[config.mk]
export PLATFORM = sky130hd
export DESIGN_NAME = nand_command_address_sequencer_top
export DESIGN_NICKNAME = d
export VERILOG_FILES = /design/src/nacs_pkg.sv /design/src/nacs_front.sv /design/src/nacs_queue.sv /design/src/nacs_back.sv /design/src/nand_command_address_sequencer_top.sv
export VERILOG_INCLUDE_DIRS = /design/src /design/src/src
export SDC_FILE = /design/constraint.sdc
export NUM_CORES = 1
export LEC_CHECK = 0
export BUFFER_PORTS_ARGS = -buffer_cell sky130_fd_sc_hd__buf_2
export CAP_MARGIN = 20
export CORE_ASPECT_RATIO = 2
export CORE_MARGIN = 1.5
export CORE_UTILIZATION = 28
export CTS_BUF_LIST = sky130_fd_sc_hd__clkbuf_8
export CTS_CLUSTER_SIZE = 24
export DETAILED_ROUTE_END_ITERATION = 16
export PLACE_DENSITY = 0.5
export SLEW_MARGIN = 0
export SYNTH_ARGS = -nofsm -noshare
export SYNTH_HDL_FRONTEND = slang
export SYNTH_HIERARCHICAL = 1
export SYNTH_SLANG_ARGS = --single-unit
export TNS_END_PERCENT = 1
[constraint.sdc]
create_clock -name clk -period 7.4 [get_ports clk]
set_clock_uncertainty 0.1 [all_clocks]
set_input_delay 0.37 -clock clk [delete_from_list [all_inputs] [get_ports clk]]
set_output_delay 0.37 -clock clk [all_outputs]
set_load 0.05 [all_outputs]
[src/nand_command_address_sequencer_top_assert.svh]
// Assertion helpers for the NAND command/address sequencer.
// Each one is clocked on clk and disabled while rst_n is low.
`ifndef NAND_COMMAND_ADDRESS_SEQUENCER_TOP_ASSERT_SVH
`define NAND_COMMAND_ADDRESS_SEQUENCER_TOP_ASSERT_SVH

// Same-cycle implication
`define NACS_ASSERT_IMP(label, ante, cons, msg) \
    label: assert property (@(posedge clk) disable iff (!rst_n) (ante) |-> (cons)) \
        else $error(msg);

// Next-cycle implication
`define NACS_ASSERT_NXT(label, ante, cons, msg) \
    label: assert property (@(posedge clk) disable iff (!rst_n) (ante) |=> (cons)) \
        else $error(msg);

`endif

[src/nacs_pkg.sv]
package nacs_pkg;

    // Result slots in one job
    localparam int MAX_RESULTS = 7;
    localparam int POS_W       = 3;
    localparam int QUEUE_DEPTH_DEFAULT = 2;

    // Field widths
    localparam int FUNC_W  = 3;
    localparam int INDEX_W = 24;
    localparam int KIND_W  = 2;
    localparam int BYTE_W  = 8;
    localparam int BCNT_W  = 18;

    // Cycle kinds
    localparam logic [KIND_W-1:0] KIND_CMD  = 2'd0;
    localparam logic [KIND_W-1:0] KIND_ADDR = 2'd1;
    localparam logic [KIND_W-1:0] KIND_NONE = 2'd2;

    // Operation codes
    localparam logic [FUNC_W-1:0] FUNC_RESET      = 3'd0;
    localparam logic [FUNC_W-1:0] FUNC_STATUS     = 3'd1;
    localparam logic [FUNC_W-1:0] FUNC_READ_ID    = 3'd2;
    localparam logic [FUNC_W-1:0] FUNC_PAGE_READ  = 3'd3;
    localparam logic [FUNC_W-1:0] FUNC_ERASE      = 3'd4;
    localparam logic [FUNC_W-1:0] FUNC_PROG_START = 3'd5;
    localparam logic [FUNC_W-1:0] FUNC_PROG_CONF  = 3'd6;

    // NAND command bytes
    localparam logic [BYTE_W-1:0] CMD_READ0     = 8'h00;
    localparam logic [BYTE_W-1:0] CMD_READSTART = 8'h30;
    localparam logic [BYTE_W-1:0] CMD_ERASE1    = 8'h60;
    localparam logic [BYTE_W-1:0] CMD_ERASE2    = 8'hd0;
    localparam logic [BYTE_W-1:0] CMD_SEQIN     = 8'h80;
    localparam logic [BYTE_W-1:0] CMD_PAGEPROG  = 8'h10;
    localparam logic [BYTE_W-1:0] CMD_STATUS    = 8'h70;
    localparam logic [BYTE_W-1:0] CMD_RESET     = 8'hff;
    localparam logic [BYTE_W-1:0] CMD_READID    = 8'h90;
    localparam logic [BYTE_W-1:0] ADDR_ZERO     = 8'h00;

    // Register indices
    localparam logic [1:0] REG_SMALL_PAGES   = 2'd0;
    localparam logic [1:0] REG_MANY_ADDR     = 2'd1;
    localparam logic [1:0] REG_NORMAL_BLOCKS = 2'd2;
    localparam logic [1:0] REG_BLOCK_COUNT   = 2'd3;

    // Geometry configuration
    typedef struct packed {
        logic              small_pages;
        logic              many_address_cycles;
        logic              normal_blocks;
        logic [BCNT_W-1:0] num_blocks;
    } cfg_t;

    // One classified request: its result list
    typedef struct packed {
        logic [MAX_RESULTS-1:0][KIND_W-1:0] kind;
        logic [MAX_RESULTS-1:0][BYTE_W-1:0] data;
        logic [POS_W-1:0]                   last_pos;
        logic                               err;
    } job_t;

    // Queue status
    typedef struct packed {
        logic full;
        logic empty;
    } q_status_t;

endpackage

[src/nacs_front.sv]
module nacs_front (
    input  logic                     in_valid,
    output logic                     in_ready,
    input  logic [nacs_pkg::FUNC_W-1:0]  func,
    input  logic [nacs_pkg::INDEX_W-1:0] index,
    input  nacs_pkg::cfg_t           cfg,
    input  nacs_pkg::q_status_t      q_status,
    output logic                     push,
    output nacs_pkg::job_t           job
);
    import nacs_pkg::*;

    logic [2:0]         shift;
    logic [INDEX_W:0]   pages;
    logic               page_err;
    logic               blk_err;
    logic [INDEX_W-1:0] row;
    logic               do_page;

    // Accept whenever the queue has room
    assign in_ready = !q_status.full;
    assign push     = in_valid && in_ready;

    // Geometry and range checks
    always_comb
    begin
        if (cfg.small_pages)
            shift = 3'd5;
        else if (cfg.normal_blocks)
            shift = 3'd6;
        else
            shift = 3'd7;
        pages    = {{(INDEX_W + 1 - BCNT_W){1'b0}}, cfg.num_blocks} << shift;
        page_err = {1'b0, index} >= pages;
        blk_err  = index >= {{(INDEX_W - BCNT_W){1'b0}}, cfg.num_blocks};
        row      = index << shift;
    end

    // Build the result list
    always_comb
    begin
        logic [POS_W-1:0] pos;
        pos     = '0;
        job     = '0;
        do_page = 1'b0;
        unique case (func)
            FUNC_RESET:
            begin
                job.kind[pos] = KIND_CMD; job.data[pos] = CMD_RESET; pos = pos + 1'b1;
            end
            FUNC_STATUS:
            begin
                job.kind[pos] = KIND_CMD; job.data[pos] = CMD_STATUS; pos = pos + 1'b1;
            end
            FUNC_READ_ID:
            begin
                job.kind[pos] = KIND_CMD;  job.data[pos] = CMD_READID; pos = pos + 1'b1;
                job.kind[pos] = KIND_ADDR; job.data[pos] = ADDR_ZERO;  pos = pos + 1'b1;
            end
            FUNC_PAGE_READ:
            begin
                if (page_err)
                begin
                    job.kind[pos] = KIND_NONE; pos = pos + 1'b1;
                    job.err = 1'b1;
                end
                else
                begin
                    job.kind[pos] = KIND_CMD; job.data[pos] = CMD_READ0; pos = pos + 1'b1;
                    if (!cfg.small_pages)
                    begin
                        job.kind[pos] = KIND_CMD; job.data[pos] = CMD_READSTART;
                        pos = pos + 1'b1;
                    end
                    do_page = 1'b1;
                end
            end
            FUNC_ERASE:
            begin
                if (blk_err)
                begin
                    job.kind[pos] = KIND_NONE; pos = pos + 1'b1;
                    job.err = 1'b1;
                end
                else
                begin
                    job.kind[pos] = KIND_CMD;  job.data[pos] = CMD_ERASE1; pos = pos + 1'b1;
                    job.kind[pos] = KIND_ADDR; job.data[pos] = row[7:0];   pos = pos + 1'b1;
                    job.kind[pos] = KIND_ADDR; job.data[pos] = row[15:8];  pos = pos + 1'b1;
                    if (cfg.many_address_cycles)
                    begin
                        job.kind[pos] = KIND_ADDR; job.data[pos] = row[23:16];
                        pos = pos + 1'b1;
                    end
                    job.kind[pos] = KIND_CMD;  job.data[pos] = CMD_ERASE2; pos = pos + 1'b1;
                end
            end
            FUNC_PROG_START:
            begin
                if (page_err)
                begin
                    job.kind[pos] = KIND_NONE; pos = pos + 1'b1;
                    job.err = 1'b1;
                end
                else
                begin
                    job.kind[pos] = KIND_CMD; job.data[pos] = CMD_SEQIN; pos = pos + 1'b1;
                    do_page = 1'b1;
                end
            end
            FUNC_PROG_CONF:
            begin
                job.kind[pos] = KIND_CMD; job.data[pos] = CMD_PAGEPROG; pos = pos + 1'b1;
                job.kind[pos] = KIND_CMD; job.data[pos] = CMD_STATUS;   pos = pos + 1'b1;
            end
            default:
            begin
                job.kind[pos] = KIND_NONE; pos = pos + 1'b1;
            end
        endcase
        // Column bytes then row bytes, low first
        if (do_page)
        begin
            job.kind[pos] = KIND_ADDR; job.data[pos] = ADDR_ZERO; pos = pos + 1'b1;
            if (!cfg.small_pages)
            begin
                job.kind[pos] = KIND_ADDR; job.data[pos] = ADDR_ZERO; pos = pos + 1'b1;
            end
            job.kind[pos] = KIND_ADDR; job.data[pos] = index[7:0];  pos = pos + 1'b1;
            job.kind[pos] = KIND_ADDR; job.data[pos] = index[15:8]; pos = pos + 1'b1;
            if (cfg.many_address_cycles)
            begin
                job.kind[pos] = KIND_ADDR; job.data[pos] = index[23:16];
                pos = pos + 1'b1;
            end
        end
        job.last_pos = pos - 1'b1;
    end

endmodule

[src/nacs_queue.sv]
module nacs_queue #(
    parameter int DEPTH = nacs_pkg::QUEUE_DEPTH_DEFAULT
) (
    input  logic                clk,
    input  logic                rst_n,
    input  logic                push,
    input  nacs_pkg::job_t      push_job,
    input  logic                pop,
    output nacs_pkg::job_t      head,
    output nacs_pkg::q_status_t status
);
    import nacs_pkg::*;

    localparam int PTR_W = (DEPTH > 1) ? $clog2(DEPTH) : 1;
    localparam int CNT_W = $clog2(DEPTH + 1);
    localparam logic [PTR_W-1:0] PTR_LAST = PTR_W'(DEPTH - 1);
    localparam logic [CNT_W-1:0] CNT_FULL = CNT_W'(DEPTH);

    job_t             entry_reg [DEPTH];
    logic [PTR_W-1:0] wr_ptr_reg, wr_ptr_next;
    logic [PTR_W-1:0] rd_ptr_reg, rd_ptr_next;
    logic [CNT_W-1:0] count_reg, count_next;

    assign status.full  = count_reg == CNT_FULL;
    assign status.empty = count_reg == '0;
    assign head         = entry_reg[rd_ptr_reg];

    // Pointer and fill bookkeeping
    always_comb
    begin
        wr_ptr_next = wr_ptr_reg;
        rd_ptr_next = rd_ptr_reg;
        count_next  = count_reg;
        if (push)
            wr_ptr_next = (wr_ptr_reg == PTR_LAST) ? '0 : wr_ptr_reg + 1'b1;
        if (pop)
            rd_ptr_next = (rd_ptr_reg == PTR_LAST) ? '0 : rd_ptr_reg + 1'b1;
        if (push && !pop)
            count_next = count_reg + 1'b1;
        else if (pop && !push)
            count_next = count_reg - 1'b1;
    end

    always_ff @(posedge clk or negedge rst_n)
    begin
        if (!rst_n)
        begin
            wr_ptr_reg <= '0;
            rd_ptr_reg <= '0;
            count_reg  <= '0;
        end
        else
        begin
            wr_ptr_reg <= wr_ptr_next;
            rd_ptr_reg <= rd_ptr_next;
            count_reg  <= count_next;
        end
    end

    // Entry storage
    always_ff @(posedge clk)
    begin
        if (push)
            entry_reg[wr_ptr_reg] <= push_job;
    end

endmodule

[src/nacs_back.sv]
module nacs_back (
    input  logic                         clk,
    input  logic                         rst_n,
    input  nacs_pkg::job_t               head,
    input  nacs_pkg::q_status_t          q_status,
    output logic                         pop,
    output logic                         out_valid,
    input  logic                         out_ready,
    output logic [nacs_pkg::KIND_W-1:0]  cycle_kind,
    output logic [nacs_pkg::BYTE_W-1:0]  bus_byte,
    output logic                         last,
    output logic                         range_error
);
    import nacs_pkg::*;

    logic [POS_W-1:0]  step_reg, step_next;
    logic              out_valid_reg, out_valid_next;
    logic [KIND_W-1:0] kind_reg;
    logic [BYTE_W-1:0] byte_reg;
    logic              last_reg;
    logic              err_reg;
    logic              load;
    logic              is_last;

    // One bus cycle per clock while a job is queued and the output register is free
    assign load    = !q_status.empty && (!out_valid_reg || out_ready);
    assign is_last = step_reg == head.last_pos;
    assign pop     = load && is_last;

    always_comb
    begin
        step_next      = step_reg;
        out_valid_next = out_valid_reg;
        if (load)
        begin
            step_next      = is_last ? '0 : step_reg + 1'b1;
            out_valid_next = 1'b1;
        end
        else if (out_ready)
            out_valid_next = 1'b0;
    end

    always_ff @(posedge clk or negedge rst_n)
    begin
        if (!rst_n)
        begin
            step_reg      <= '0;
            out_valid_reg <= 1'b0;
        end
        else
        begin
            step_reg      <= step_next;
            out_valid_reg <= out_valid_next;
        end
    end

    // Output payload
    always_ff @(posedge clk)
    begin
        if (load)
        begin
            kind_reg <= head.kind[step_reg];
            byte_reg <= head.data[step_reg];
            last_reg <= is_last;
            err_reg  <= head.err;
        end
    end

    assign out_valid   = out_valid_reg;
    assign cycle_kind  = kind_reg;
    assign bus_byte    = byte_reg;
    assign last        = last_reg;
    assign range_error = err_reg;

endmodule

[src/nand_command_address_sequencer_top.sv]
// NAND command/address sequencer. Each request (func, index) is expanded into
// the command and address bus bytes of that operation, 1 to 7 results, sent as
// transactions on the out channel with last set on the final one. The output
// register of the back end issues one bus byte per clock while the queue holds
// a job and out_ready does not stall it. Requests are classified when accepted
// and held in a QUEUE_DEPTH-entry job queue (default two), so in_ready stays
// high while a result waits, until that queue is full. Each request is stored
// in the queue, then in the output register, before its first result appears.
// Geometry registers sit on the APB port at byte addresses 0, 4, 8 and 12; the
// user must write them only while no request is in flight (block: unenforced).
`include "nand_command_address_sequencer_top_assert.svh"

module nand_command_address_sequencer_top #(
    parameter int QUEUE_DEPTH = nacs_pkg::QUEUE_DEPTH_DEFAULT
) (
    input  logic                          clk,
    input  logic                          rst_n,
    input  logic                          psel,
    input  logic                          penable,
    input  logic                          pwrite,
    input  logic [3:0]                    paddr,
    input  logic [31:0]                   pwdata,
    output logic [31:0]                   prdata,
    output logic                          pready,
    input  logic                          in_valid,
    output logic                          in_ready,
    input  logic [nacs_pkg::FUNC_W-1:0]   func,
    input  logic [nacs_pkg::INDEX_W-1:0]  index,
    output logic                          out_valid,
    input  logic                          out_ready,
    output logic [nacs_pkg::KIND_W-1:0]   cycle_kind,
    output logic [nacs_pkg::BYTE_W-1:0]   bus_byte,
    output logic                          last,
    output logic                          range_error
);
    import nacs_pkg::*;

    cfg_t      cfg_reg;
    logic      cfg_wr;
    logic      push;
    logic      pop;
    job_t      push_job;
    job_t      head;
    q_status_t q_status;

    // Configuration registers
    assign pready = 1'b1;
    assign cfg_wr = psel && penable && pwrite && pready;

    always_ff @(posedge clk or negedge rst_n)
    begin
        if (!rst_n)
        begin
            cfg_reg.small_pages         <= 1'b0;
            cfg_reg.many_address_cycles <= 1'b0;
            cfg_reg.normal_blocks       <= 1'b1;
            cfg_reg.num_blocks          <= '0;
        end
        else if (cfg_wr)
        begin
            unique case (paddr[3:2])
                REG_SMALL_PAGES:   cfg_reg.small_pages         <= pwdata[0];
                REG_MANY_ADDR:     cfg_reg.many_address_cycles <= pwdata[0];
                REG_NORMAL_BLOCKS: cfg_reg.normal_blocks       <= pwdata[0];
                REG_BLOCK_COUNT:   cfg_reg.num_blocks          <= pwdata[BCNT_W-1:0];
                default: ;
            endcase
        end
    end

    // Register read-back
    always_comb
    begin
        prdata = '0;
        unique case (paddr[3:2])
            REG_SMALL_PAGES:   prdata[0] = cfg_reg.small_pages;
            REG_MANY_ADDR:     prdata[0] = cfg_reg.many_address_cycles;
            REG_NORMAL_BLOCKS: prdata[0] = cfg_reg.normal_blocks;
            REG_BLOCK_COUNT:   prdata[BCNT_W-1:0] = cfg_reg.num_blocks;
            default: ;
        endcase
    end

    nacs_front u_front (
        .in_valid (in_valid),
        .in_ready (in_ready),
        .func     (func),
        .index    (index),
        .cfg      (cfg_reg),
        .q_status (q_status),
        .push     (push),
        .job      (push_job)
    );

    nacs_queue #(
        .DEPTH (QUEUE_DEPTH)
    ) u_queue (
        .clk      (clk),
        .rst_n    (rst_n),
        .push     (push),
        .push_job (push_job),
        .pop      (pop),
        .head     (head),
        .status   (q_status)
    );

    nacs_back u_back (
        .clk         (clk),
        .rst_n       (rst_n),
        .head        (head),
        .q_status    (q_status),
        .pop         (pop),
        .out_valid   (out_valid),
        .out_ready   (out_ready),
        .cycle_kind  (cycle_kind),
        .bus_byte    (bus_byte),
        .last        (last),
        .range_error (range_error)
    );

    // Checks
    `NACS_ASSERT_IMP(a_err_shape, out_valid && range_error, last && (cycle_kind == KIND_NONE) && (bus_byte == '0), "range error result malformed")
    `NACS_ASSERT_IMP(a_none_last, out_valid && (cycle_kind == KIND_NONE), last, "no-cycle result not last")
    `NACS_ASSERT_NXT(a_no_bubble, out_valid && out_ready && !last, out_valid, "gap inside a sequence")

endmodule
# [Word level (Yosys, flattened, before mapping)]
# Memory sizes are Yosys's and may differ from the RTL's.
# Index checks and enable logic that the tools add are counted.
[word_totals] regBits=41 mem_bits_rw=148 in_bits=70 out_inout_bits=47 wordCells=192 memories=1
[classes] addsub=12 n_lt_le_gt_ge=15 eq_ne=11 n_shift=2 n_mux=83 n_bitwise=24 reduce_logical=31
[mem_list] name="u_queue.entry_reg" depth=2 width=74 rd=1 rd_clocked_by_memory_dff=0 write_ports=1 line="nacs_queue.sv:19" source="job_t entry_reg [DEPTH];"
[op_table] operator="2-to-1 mux 70 bit" n=4
[op_table] operator="bitwise mux 56 bit" n=3
[op_table] operator="demux 8 bit (select 3 bit)" n=6
[op_table] operator="AND 56 bit" n=2
[op_table] operator="NOT 56 bit" n=2
[op_table] operator="2-to-1 mux 8 bit" n=11
[op_table] operator="2-to-1 mux 56 bit" n=1
[op_table] operator="case mux 8 bit (7 select lines)" n=1
[op_table] operator="2-to-1 mux 40 bit" n=1
[op_table] operator="demux 2 bit (select 3 bit)" n=6
[op_table] operator="AND 20 x 35 -> 35 bit" n=1
[op_table] operator="AND 7 bit" n=5
[op_table] operator="NOT 35 bit" n=1
[op_table] operator="NOT 7 bit" n=5
[op_table] operator="bitwise OR 7 bit" n=5
[op_table] operator="2-to-1 mux 2 bit" n=15
[op_table] operator="2-to-1 mux 3 bit" n=10
[op_table] operator="less-than comparator 3 x 4 -> 1 bit (second input constant)" n=7
[op_table] operator="greater-or-equal comparator 24 x 25 -> 1 bit" n=1
[op_table] operator="left shift 18 x 3 -> 25 bit" n=1
[op_table] operator="binary-select mux 8 bit (select 3 bit)" n=1
[op_table] operator="greater-or-equal comparator 24 x 18 -> 1 bit" n=1
[op_table] operator="case mux 8 bit (3 select lines)" n=1
[op_table] operator="left shift 24 x 3 -> 24 bit" n=1
[op_table] operator="36 further kinds" n=86

# [Depth between registers and ports, before layout]
# Gate-level depths: netlist of run 1.
[logic_depth] depth_word=20 mapped_depth=24

# [Cells and area by module]
# Netlist of run 1, hierarchy kept.
[by_module_without_submodules] mod="nacs_queue" n_inst=1 cells_per_inst=246 area_each_um2=5729.2
[by_module_without_submodules] mod="nacs_front" n_inst=1 cells_per_inst=666 area_each_um2=4319.1
[by_module_without_submodules] mod="nacs_back" n_inst=1 cells_per_inst=103 area_each_um2=1168.6
[by_module_without_submodules] mod="nand_command_address_sequencer_top" n_inst=1 cells_per_inst=88 area_each_um2=1154.9

# [Least setup slack after synthesis of run 1]
# No wires, ideal clock.
[synth_timing] kind="register to register" from="register cfg_reg[18] in the netlist's numbering" to="memory u_queue/entry_reg[0][32] in the netlist's numbering (data pin)" arrival_time_ns=6.073 setup_slack_ns=0.940 path_stages_with_launch=24 path_buffers=4 cell_sequence="dfstp_2 > buf_2 > buf_1 > clkbuf_1 > mux2i_1 > or2_2 > ha_1 > nand3_1 > nor4_1 > o311ai_0 > nand4_1 > nor2_1 > o21ai_0 > inv_1 > ha_1 > a221o_1 > ha_1 > xnor2_1 > xnor3_2 > xor2_2 > or4_1 > buf_2 > o221ai_1 > a31oi_1"
[synth_rtl] element="start, declared" line="nand_command_address_sequencer_top.sv:38" source="cfg_t cfg_reg;"
[synth_rtl] element="end, declared" line="nacs_queue.sv:19"

==> results of run 1 <==
==> layout make-up <==
type,count,area share
Multi-Input combinational cell,792,0.448
Sequential cell,189,0.401
Timing Repair Buffer,134,0.0605
Tap cell,550,0.0498
Clock buffer,17,0.0169
Clock inverter,15,0.0142
Inverter,34,0.00924
Antenna cell,2,0.000362
==> what timing repair did <==
item,CTS,global route
hold buffers,18,0
endpoints found under the setup margin,0,2
endpoints found under the hold margin,45,0
gates resized for setup,0,1
==> final timing paths <==
check	from	end	slack [ps]	cells past startpoint
setup / recovery	cfg_reg[18]	u_queue/entry_reg[0][28]	380	22
hold / removal	pwdata[0]	cfg_reg[19]	60	2
setup reg to reg	cfg_reg[18]	u_queue/entry_reg[0][28]	380	22
hold reg to reg	u_queue/count_reg[1]	u_queue/count_reg[1]	390	1
max in group asynchronous	rst_n	u_queue/rd_ptr_reg	6240	2
min in group asynchronous	rst_n	cfg_reg[11]	370	2
==> logic make-up after synthesis <==
kind of cell,after synthesis
compound gates,282
xor+xnor,17
fa+ha+maj,46
buf+inv,140
flops,189
mux,160
other cells,4
simple gates,265
==> per-stage QoR <==
step                       util  cells  hold WS (ps)
after floorplan               -   1121         -25.6
after global placement    0.303   1680           370
after detailed placement  0.303   1680           383
after CTS                 0.317   1730          6.00
after global routing      0.318   1733          33.2
final                     0.318   1733          55.6
==> worst register-to-register path, cell delays in order, from the launching register on <==
cell and delay (ps):
dfstp_2 850, buf_4 260, mux2i_1 80, nor2_1 120
a21oi_1 70, ha_1 350, nand4_1 110, nor4_1 510
o311ai_0 250, clkbuf_2 200, nand4_1 170, nor2_1 70
o21ai_0 290, inv_1 110, ha_1 360, a221o_1 480
ha_1 240, xnor2_1 150, xnor3_2 370, xor2_2 460
or4_1 480, nor2_1 80, a211oi_1 570
==> Yosys cell counts (all sizes together) (4+ instances only) <==
| cell | instances | share of area |
|---|---|---|
| conb | 4 | 0.0012 |
| o22ai | 12 | 0.0061 |
| o31ai | 8 | 0.0060 |
| a31oi | 10 | 0.0051 |
| nor4 | 5 | 0.0040 |
| nor2b | 11 | 0.0056 |
| or3 | 4 | 0.0020 |
| a22oi | 10 | 0.0061 |
| xor2 | 8 | 0.0063 |
| o21ai | 62 | 0.025 |
| mux2i | 50 | 0.040 |
| ha | 46 | 0.047 |
| xnor2 | 7 | 0.0056 |
| nor2 | 110 | 0.035 |
| nand2 | 53 | 0.016 |
| nand3 | 11 | 0.0055 |
| and2 | 4 | 0.0020 |
| mux2 | 99 | 0.11 |
| and3 | 26 | 0.013 |
| dfrtp | 28 | 0.057 |
| a21oi | 78 | 0.032 |
| o211ai | 6 | 0.0036 |
| a221oi | 30 | 0.021 |
| a31o | 5 | 0.0035 |
| a211oi | 21 | 0.015 |
| buf | 58 | 0.034 |
| a21o | 9 | 0.0055 |
| inv | 34 | 0.010 |
| mux4 | 11 | 0.022 |
| clkbuf | 48 | 0.015 |
| nand2b | 6 | 0.0030 |
| nor3 | 14 | 0.0078 |
| edfxtp | 160 | 0.39 |
| nand4 | 9 | 0.0046 |
| a32oi | 5 | 0.0035 |
==> where the power goes <==
group	total, W	internal, W	switching [W]
combinational	0.00218	0.000879	0.00130
sequential	0.00170	0.00152	0.000186
clock	0.000735	0.000319	0.000416
total	0.00462	0.00271	0.00191
==> routing by layer <==
metal	up-vias	global-route usage	share of wire
met5	-	0	0
met4	0	0.119	0.065
met3	106	0.0276	0.045
met2	371	0.318	0.55
met1	4559	0.166	0.34
li1	4280	-	-
==> out/metrics.yaml, run 1 <==
synthesis:
  synth_edf_count: 160
  synth_xor_area_frac: 0.0157
  ys_types: 83
  synth-main-ff-cell: "edfxtp_1"
  synthSimpleGateAreaFrac: 0.107
  synth_compound_area_frac: 0.153
  synth_fa_ha_area_frac: 0.0465
  syn_avg_cell_area_sq_um: 11.2
  muxShareOfSynthArea: 0.170
  syn_inst: 1103
  ys_warn_count: 6
  synthArstFlopShare: 0.153
  ys_seq_elements: 189
  synth_top_family_by_area: "multiplexers"
  seq_area_frac_synth: 0.447
  syn_area_sq_um: 12400
routing:
  totalWireLength_microns: 38000
  vias: 9316
  antenna_left: 0
  drc: 0
  drtIter0Drc: 781
  wl_per_cell_microns: 21.9
  drtPass1Iterations: 5
  viasPerCell: 5.38
cells_and_area:
  multi_input_area_sq_um: 6190
  fin_nets: 1284
  final_cell_mix: "160 x edfxtp_1, 108 x nor2_1, 85 x buf_2"
  fillers: 4502
  syn2layout_area_growth_pct: 11.7
  layout-drive-gt1-share: 0.246
  largest_register_ffs: 148
  final_common_cell: "edfxtp_1"
  stdcell_area_sq_um: 13800
  layout.area.seq_sq_um: 5540
clocking:
  clock-sinks: 189
  clk_pin_slew_ps: 110
  cts_root_buf: "clkbuf_8"
  numCtsBuffers: 17
  htree_levels: 4
  clk-insertion-delay-late_ps: 500
  clock_path_buffers: 2
  cts_tree: "built"
  postCtsSetupBuffers: 0
critical_path:
  critPathBufInv: 3
  slowest_delay_ps: 850
  required_ps: 7510
  critPathKind: "flop to flop"
  critPathLaunchType: "flop"
  crit_arrival_ps: 7130
  crit_slowest_cell: "dfstp_2"
  worst_path_dominant_cell_family: "compound AO/OA/AOI/OAI gates"
  end_kind: "flop"
  crit_fanout: 16
  crit_path_cell_trace: "buf_4, mux2i_1, nor2_1, a21oi_1, ha_1, nand4_1, nor4_1, o311ai_0, clkbuf_2, nand4_1, nor2_1, o21ai_0, inv_1, ha_1, a221o_1, ha_1, xnor2_1, xnor3_2, xor2_2, or4_1, nor2_1, a211oi_1"
placement:
  hpwl_microns: 28100
  placed_area_sq_um: 13200
  pre_cts_ws_ps: 246
  routabilityCongestion: 0.917
  portBuffers: 85
floorplanning:
  chipHeight_microns: 300
  coreArea_sq_um: 43500
  die_area_sq_um: 45500
  io_pins: 117
  row_count: 108
  initial_core_util: 0.284
  die_w_microns: 152
power:
  power.density_nw_per_um2: 334
  power_leakage_nw: 5.30
  p_total_w: 0.00462
  vdd_drop_max_mv: 0.133
status:
  status: "finished, final reports clean"
sta:
  fin_crit_ps: 7020
  worst_pin_slew_ps: 1170
  slew_viol_final: 0
  clock.fmax_mhz: 142
  fin_tns_setup_ps: 0
  layout_setup_ws_ps: 376
  slew_headroom: 0.211
  fin_crit_sh: 0.949
  finalSetupViolCount: 0
  finalHoldViolations: 0
global_routing:
  gr-usage-all-layers: 0.170
  grt_pass1_vias: 9400
  overflow: 0
  grt_antenna_before_repair: 2
  grt_pass1_wl_microns: 56800
  grt_max_degree: 56
flow_run:
  cap_violations: 0
min_path:
  hold_class: "primary input to flop"
Power figures use the tool's default switching activity.
==> run 2: changes to the inputs <==
==> constraint.sdc (replaced) <==
create_clock -name clk -period 8.8 [get_ports clk]
set_clock_uncertainty 0.1 [all_clocks]
set_input_delay 0.44 -clock clk [delete_from_list [all_inputs] [get_ports clk]]
set_output_delay 0.44 -clock clk [all_outputs]
set_load 0.05 [all_outputs]
==> out/metrics.yaml, run 2 (synthesis gave the netlist of run 1 again) <==
sta:
  fin_crit_sh: 0.851  # -0.0984
  whs_ps: 57.4  # +1.77 ps
  rsz0062_at_grt: "false"
  fin_tns_setup_ps: 0  # unchanged
  finalSetupViolCount: 0  # unchanged
  slew_headroom: 0.183  # -0.0280
  slew_viol_final: 0  # unchanged
  clock.fmax_mhz: 134  # -6.2%
  fin_crit_ps: 7490  # +463 ps
  worst_pin_slew_ps: 1220  # +40.9 ps
  finalHoldViolations: 0  # unchanged
critical_path:
  critPathLaunchType: "flop"
  end_kind: "flop"
  crit_path_cell_trace: "mux2i_1, or2_2, ha_1, nand3_1, nor4_1, o311ai_0, nand4_1, nor2_1, o21ai_0, inv_1, ha_1, a221o_1, ha_1, xnor2_1, xnor3_2, xnor2_2, and3_1, a221oi_1, o21ai_1"
  critPathBufInv: 1  # -2
  path_common_cell: "ha_1"
  crit_slowest_cell: "dfstp_2"
  critPathKind: "flop to flop"
  crit_arrival_ps: 7600  # +470 ps
  crit_fanout: 28  # +12
  slowest_delay_ps: 1090  # +240 ps
  worst_path_dominant_cell_family: "compound AO/OA/AOI/OAI gates"
  required_ps: 8920  # +1410 ps
cells_and_area:
  final_common_cell: "edfxtp_1"
  largest_register_ffs: 148  # unchanged
  fin_nets: 1250  # -2.6%
  fillers: 4502  # unchanged
  syn2layout_area_growth_pct: 8.51
  final_cell_mix: "160 x edfxtp_1, 108 x nor2_1, 85 x buf_2"
  stdcell_area_sq_um: 13400  # -2.8%
  layout-drive-gt1-share: 0.236  # -0.0108
clocking:
  clock_path_buffers: 2  # unchanged
  postCtsSetupBuffers: 0  # unchanged
  cts_root_buf: "clkbuf_8"
  numCtsBuffers: 17  # unchanged
  clk-insertion-delay-late_ps: 500  # about the same
  clk_pin_slew_ps: 110  # about the same
  clock-sinks: 189  # unchanged
  post_cts_resized: 0  # unchanged
  cts_tree: "built"
  htree_levels: 4  # unchanged
routing:
  wl_per_cell_microns: 22.2  # +1.4%
  drc: 0  # unchanged
  antenna_left: 0  # unchanged
  totalWireLength_microns: 37700  # -0.67%
  viasPerCell: 5.41  # +0.62%
  vias: 9179  # -1.5%
  drtIter0Drc: 716  # -8.3%
  drtPass1Iterations: 8  # +3
flow_run:
  cap_violations: 0  # unchanged
global_routing:
  grt_antenna_before_repair: 2  # unchanged
  overflow: 0  # unchanged
  grt_pass1_wl_microns: 56300  # -0.88%
  gr-usage-all-layers: 0.169  # -0.00142
  grt_max_degree: 66  # +18%
  grt_pass1_vias: 9186  # -2.3%
floorplanning:
  io_pins: 117  # unchanged
  initial_core_util: 0.284  # unchanged
  die_area_sq_um: 45500  # unchanged
  coreArea_sq_um: 43500  # unchanged
  chipHeight_microns: 300  # unchanged
  die_w_microns: 152  # unchanged
  row_count: 108  # unchanged
power:
  vdd_drop_max_mv: 0.132  # -0.78%
  power.density_nw_per_um2: 280  # -16%
  power_leakage_nw: 5.11  # -3.6%
status:
  status: "finished, final reports clean"
min_path:
  hold_class: "primary input to flop"
placement:
  routabilityCongestion: 0.930  # +1.4%
  placed_area_sq_um: 13100  # -0.97%
  portBuffers: 85  # unchanged
  hpwl_microns: 27600  # -1.6%
## run 2: changes by cell type in the layout (fill, tap and decap cells not counted), moves of 2 or more
cell,change
buf_4,-17
bufinv_16,-2
clkinv_1,+2
clkinv_2,+2
clkinv_8,-2
dlygate4sd3_1,-17
inv_6,+4
inv_8,-3
## run 2: layout make-up
| class | count | area (sq um) | area share |
|---|---|---|---|
| flip-flops and latches | 189 | 5540 | 0.412 |
| clock inverters | 14 | 106 | 0.00792 |
| well taps | 550 | 688 | 0.0513 |
| inverters | 34 | 128 | 0.00951 |
| clock buffers | 17 | 234 | 0.0174 |
| multi-input cells | 792 | 6190 | 0.461 |
| repair buffers | 100 | 541 | 0.0403 |
| diodes | 1 | 2.50 | 0.000186 |
## run 2: repair_timing
action | CTS | global route
endpoints found under the hold margin | 28 | 0
setup endpoints to repair | 0 | 0
hold buffers | 1 | 0
## run 2: report_power, final
| group | total, W | internal [W] | switching (W) |
|---|---|---|---|
| clock network | 0.000534 | 0.000200 | 0.000335 |
| registers | 0.00143 | 0.00128 | 0.000155 |
| logic | 0.00180 | 0.000712 | 0.00109 |
| total | 0.00377 | 0.00219 | 0.00158 |
## run 2: layer usage
metal  wire length, microns  up-vias  GRT usage  part of all wire
met5                      0        -          0                 0
met4                   2410        0      0.108             0.064
met3                   1680      107     0.0253             0.044
met2                  20600      387      0.319              0.55
met1                  13000     4464      0.167              0.34
li1                       -     4221          -                 -
## run 2: stage by stage
| step | std cells | setup slack, ps | util | total power (W) |
|---|---|---|---|---|
| after global placement | 1663 | 1550 | 0.300 | 0.00324 |
| final | 1697 | 1310 | 0.309 | 0.00377 |
| after CTS | 1695 | 1330 | 0.308 | 0.00381 |
| after floorplan | 1121 | 2340 | - | 0.00283 |
| after detailed placement | 1663 | 1370 | 0.300 | 0.00327 |
| after global routing | 1697 | 907 | 0.309 | 0.00400 |
## run 2: worst paths after layout
check | from | end | slack [ps] | depth (start not counted)
max reg2reg | cfg_reg[18] | u_queue/entry_reg[0][25] | 1310 | 19
min | pwdata[10] | cfg_reg[10] | 60 | 2
max | cfg_reg[18] | u_queue/entry_reg[0][25] | 1310 | 19
max in group asynchronous | rst_n | u_queue/rd_ptr_reg | 7550 | 2
min in group asynchronous | rst_n | cfg_reg[11] | 430 | 2
min reg2reg | u_queue/count_reg[1] | u_queue/count_reg[1] | 400 | 1
## run 2: worst register-to-register path, cell delays in order (launching register included)
cell	delay, ps
dfstp_2	1090
mux2i_1	180
or2_2	300
ha_1	300
nand3_1	120
nor4_1	540
o311ai_0	490
nand4_1	300
nor2_1	80
o21ai_0	260
inv_1	110
ha_1	350
a221o_1	470
ha_1	240
xnor2_1	170
xnor3_2	460
xnor2_2	500
and3_1	500
a221oi_1	100
o21ai_1	550
==> run 3: changes to the inputs <==
--- a/config.mk
+++ b/config.mk
@@ -7,14 +7,13 @@
 export NUM_CORES = 1
 export LEC_CHECK = 0
 export BUFFER_PORTS_ARGS = -buffer_cell sky130_fd_sc_hd__buf_2
-export CAP_MARGIN = 20
 export CORE_ASPECT_RATIO = 2
 export CORE_MARGIN = 1.5
 export CORE_UTILIZATION = 28
 export CTS_BUF_LIST = sky130_fd_sc_hd__clkbuf_8
 export CTS_CLUSTER_SIZE = 24
 export DETAILED_ROUTE_END_ITERATION = 16
-export PLACE_DENSITY = 0.5
+export PLACE_DENSITY_LB_ADDON = 0.3
 export SLEW_MARGIN = 0
 export SYNTH_ARGS = -nofsm -noshare
 export SYNTH_HDL_FRONTEND = slang
==> out/metrics.yaml, run 3 (synthesis gave the netlist of run 1 again) <==
critical_path:
  end_kind: "flop"
  critPathLaunchType: "flop"
  crit_arrival_ps: 7540  # -60 ps
  crit_fanout: 14  # -50%
  critPathKind: "flop to flop"
  required_ps: 8900  # -20 ps
clocking:
  numCtsBuffers: 17  # unchanged
  clk-insertion-delay-late_ps: 510  # about the same
  cts_root_buf: "clkbuf_8"
  htree_levels: 4  # unchanged
  clock_path_buffers: 2  # unchanged
  clk_pin_slew_ps: 100  # about the same
  cts_tree: "built"
  postCtsSetupBuffers: 0  # unchanged
  clock-sinks: 189  # unchanged
floorplanning:
  die_w_microns: 152  # unchanged
  coreArea_sq_um: 43500  # unchanged
  die_area_sq_um: 45500  # unchanged
  io_pins: 117  # unchanged
  row_count: 108  # unchanged
  chipHeight_microns: 300  # unchanged
  initial_core_util: 0.284  # unchanged
routing:
  wl_per_cell_microns: 22.1  # -0.50%
  vias: 9187  # +0.087%
  viasPerCell: 5.40  # -0.21%
  drtIter0Drc: 869  # +21%
  antenna_left: 0  # unchanged
  drc: 0  # unchanged
  drtPass1Iterations: 6  # -2
  totalWireLength_microns: 37700  # -0.20%
placement:
  routabilityCongestion: 0.941  # +1.2%
  placed_area_sq_um: 13100  # +0.29%
  portBuffers: 85  # unchanged
  hpwl_microns: 27600  # -0.12%
cells_and_area:
  largest_register_ffs: 148  # unchanged
  multi_input_area_sq_um: 6190  # unchanged
  post-route-util: 0.309  # +0.000518
  layout-drive-gt1-share: 0.237  # +0.00158
  fin_nets: 1254  # +0.32%
  layout.area.seq_sq_um: 5540  # unchanged
  final_common_cell: "edfxtp_1"
  fillers: 4523  # +0.47%
  syn2layout_area_growth_pct: 8.69
  final_cell_mix: "160 x edfxtp_1, 108 x nor2_1, 85 x buf_2"
  stdcell_area_sq_um: 13400  # +0.17%
global_routing:
  grt_max_degree: 65  # -1.5%
  grt_pass1_wl_microns: 55100  # -2.0%
  grt_antenna_before_repair: 1  # -1
  gr-usage-all-layers: 0.166  # -0.00254
  overflow: 0  # unchanged
  grt_pass1_vias: 9003  # -2.0%
sta:
  fin_tns_setup_ps: 0  # unchanged
  worst_pin_slew_ps: 971  # -245 ps
  finalHoldViolations: 0  # unchanged
  finalSetupViolCount: 0  # unchanged
  fin_crit_sh: 0.846  # -0.00460
  fin_crit_ps: 7450  # -40.5 ps
  clock.fmax_mhz: 134  # +0.54%
  rsz0062_at_grt: "false"
  whs_ps: 50.1  # -7.29 ps
  slew_viol_final: 0  # unchanged
  slew_headroom: 0.351  # +0.169
power:
  vdd_drop_max_mv: 0.200  # +51%
  power.density_nw_per_um2: 279  # -0.58%
  power_leakage_nw: 5.10  # about the same
min_path:
  hold_class: "primary input to flop"
flow_run:
  cap_violations: 0  # unchanged
status:
  status: "finished, final reports clean"
-- run 3: layer usage --
layer	part of all wire	vias up	wire length, microns	global-route usage
li1	-	4205	-	-
met1	0.35	4433	13000	0.162
met2	0.54	418	20200	0.311
met3	0.048	131	1820	0.0266
met4	0.069	0	2600	0.115
met5	0	-	0	0
-- run 3: report_power, final --
part / leakage [nW] / total (W) / internal (W) / switching [W]
registers: 1.88 / 0.00143 / 0.00128 / 0.000153
logic: 3.07 / 0.00180 / 0.000717 / 0.00109
clock network: 0.156 / 0.000517 / 0.000192 / 0.000325
total: 5.10 / 0.00375 / 0.00219 / 0.00156
-- run 3: final cells by class --
class                           count  area share
Antenna cell                        1    0.000186
Multi-Input combinational cell    792       0.460
Clock buffer                       17      0.0174
Sequential cell                   189       0.412
Clock inverter                     15     0.00735
Timing Repair Buffer              104      0.0424
Inverter                           34     0.00949
Tap cell                          550      0.0512
-- run 3: critical path, stage by stage, from the launching register on --
cell and delay [ps]:
dfstp_2 800, mux2i_1 130, or2_2 290, ha_1 300
nand3_1 130, nor4_1 800, o311ai_0 310, buf_4 250
nand4_1 120, nor2_1 70, o21ai_0 310, inv_1 120
ha_1 360, a221o_1 490, ha_1 240, xnor2_1 170
xnor3_2 460, xor2_2 470, or4_1 400, nor2_1 70
a211oi_1 690
-- run 3: path summary, 6_finish.rpt --
path,startpoint,slack [ps],to,cells past startpoint
max,cfg_reg[18],1350,u_queue/entry_reg[0][33],20
min,pwdata[2],50,cfg_reg[2],2
max reg2reg,cfg_reg[18],1350,u_queue/entry_reg[0][33],20
min reg2reg,u_queue/count_reg[1],390,u_queue/count_reg[1],1
max in group asynchronous,rst_n,7600,u_queue/rd_ptr_reg,2
min in group asynchronous,rst_n,420,cfg_reg[15],2
-- run 3: what timing repair did --
item,4_1_cts,5_1_grt
gates resized for setup,0,0
setup endpoints to repair,0,0
hold endpoints to repair,28,0
hold buffers,1,0
-- run 3: per-stage QoR --
stage                     total power [W]  instances  setup slack [ps]
after global placement            0.00324       1668              1600
final                             0.00375       1702              1350
after CTS                         0.00379       1701              1360
after global routing              0.00397       1702              1120
after detailed placement          0.00327       1668              1430
after floorplan                   0.00283       1121              2340
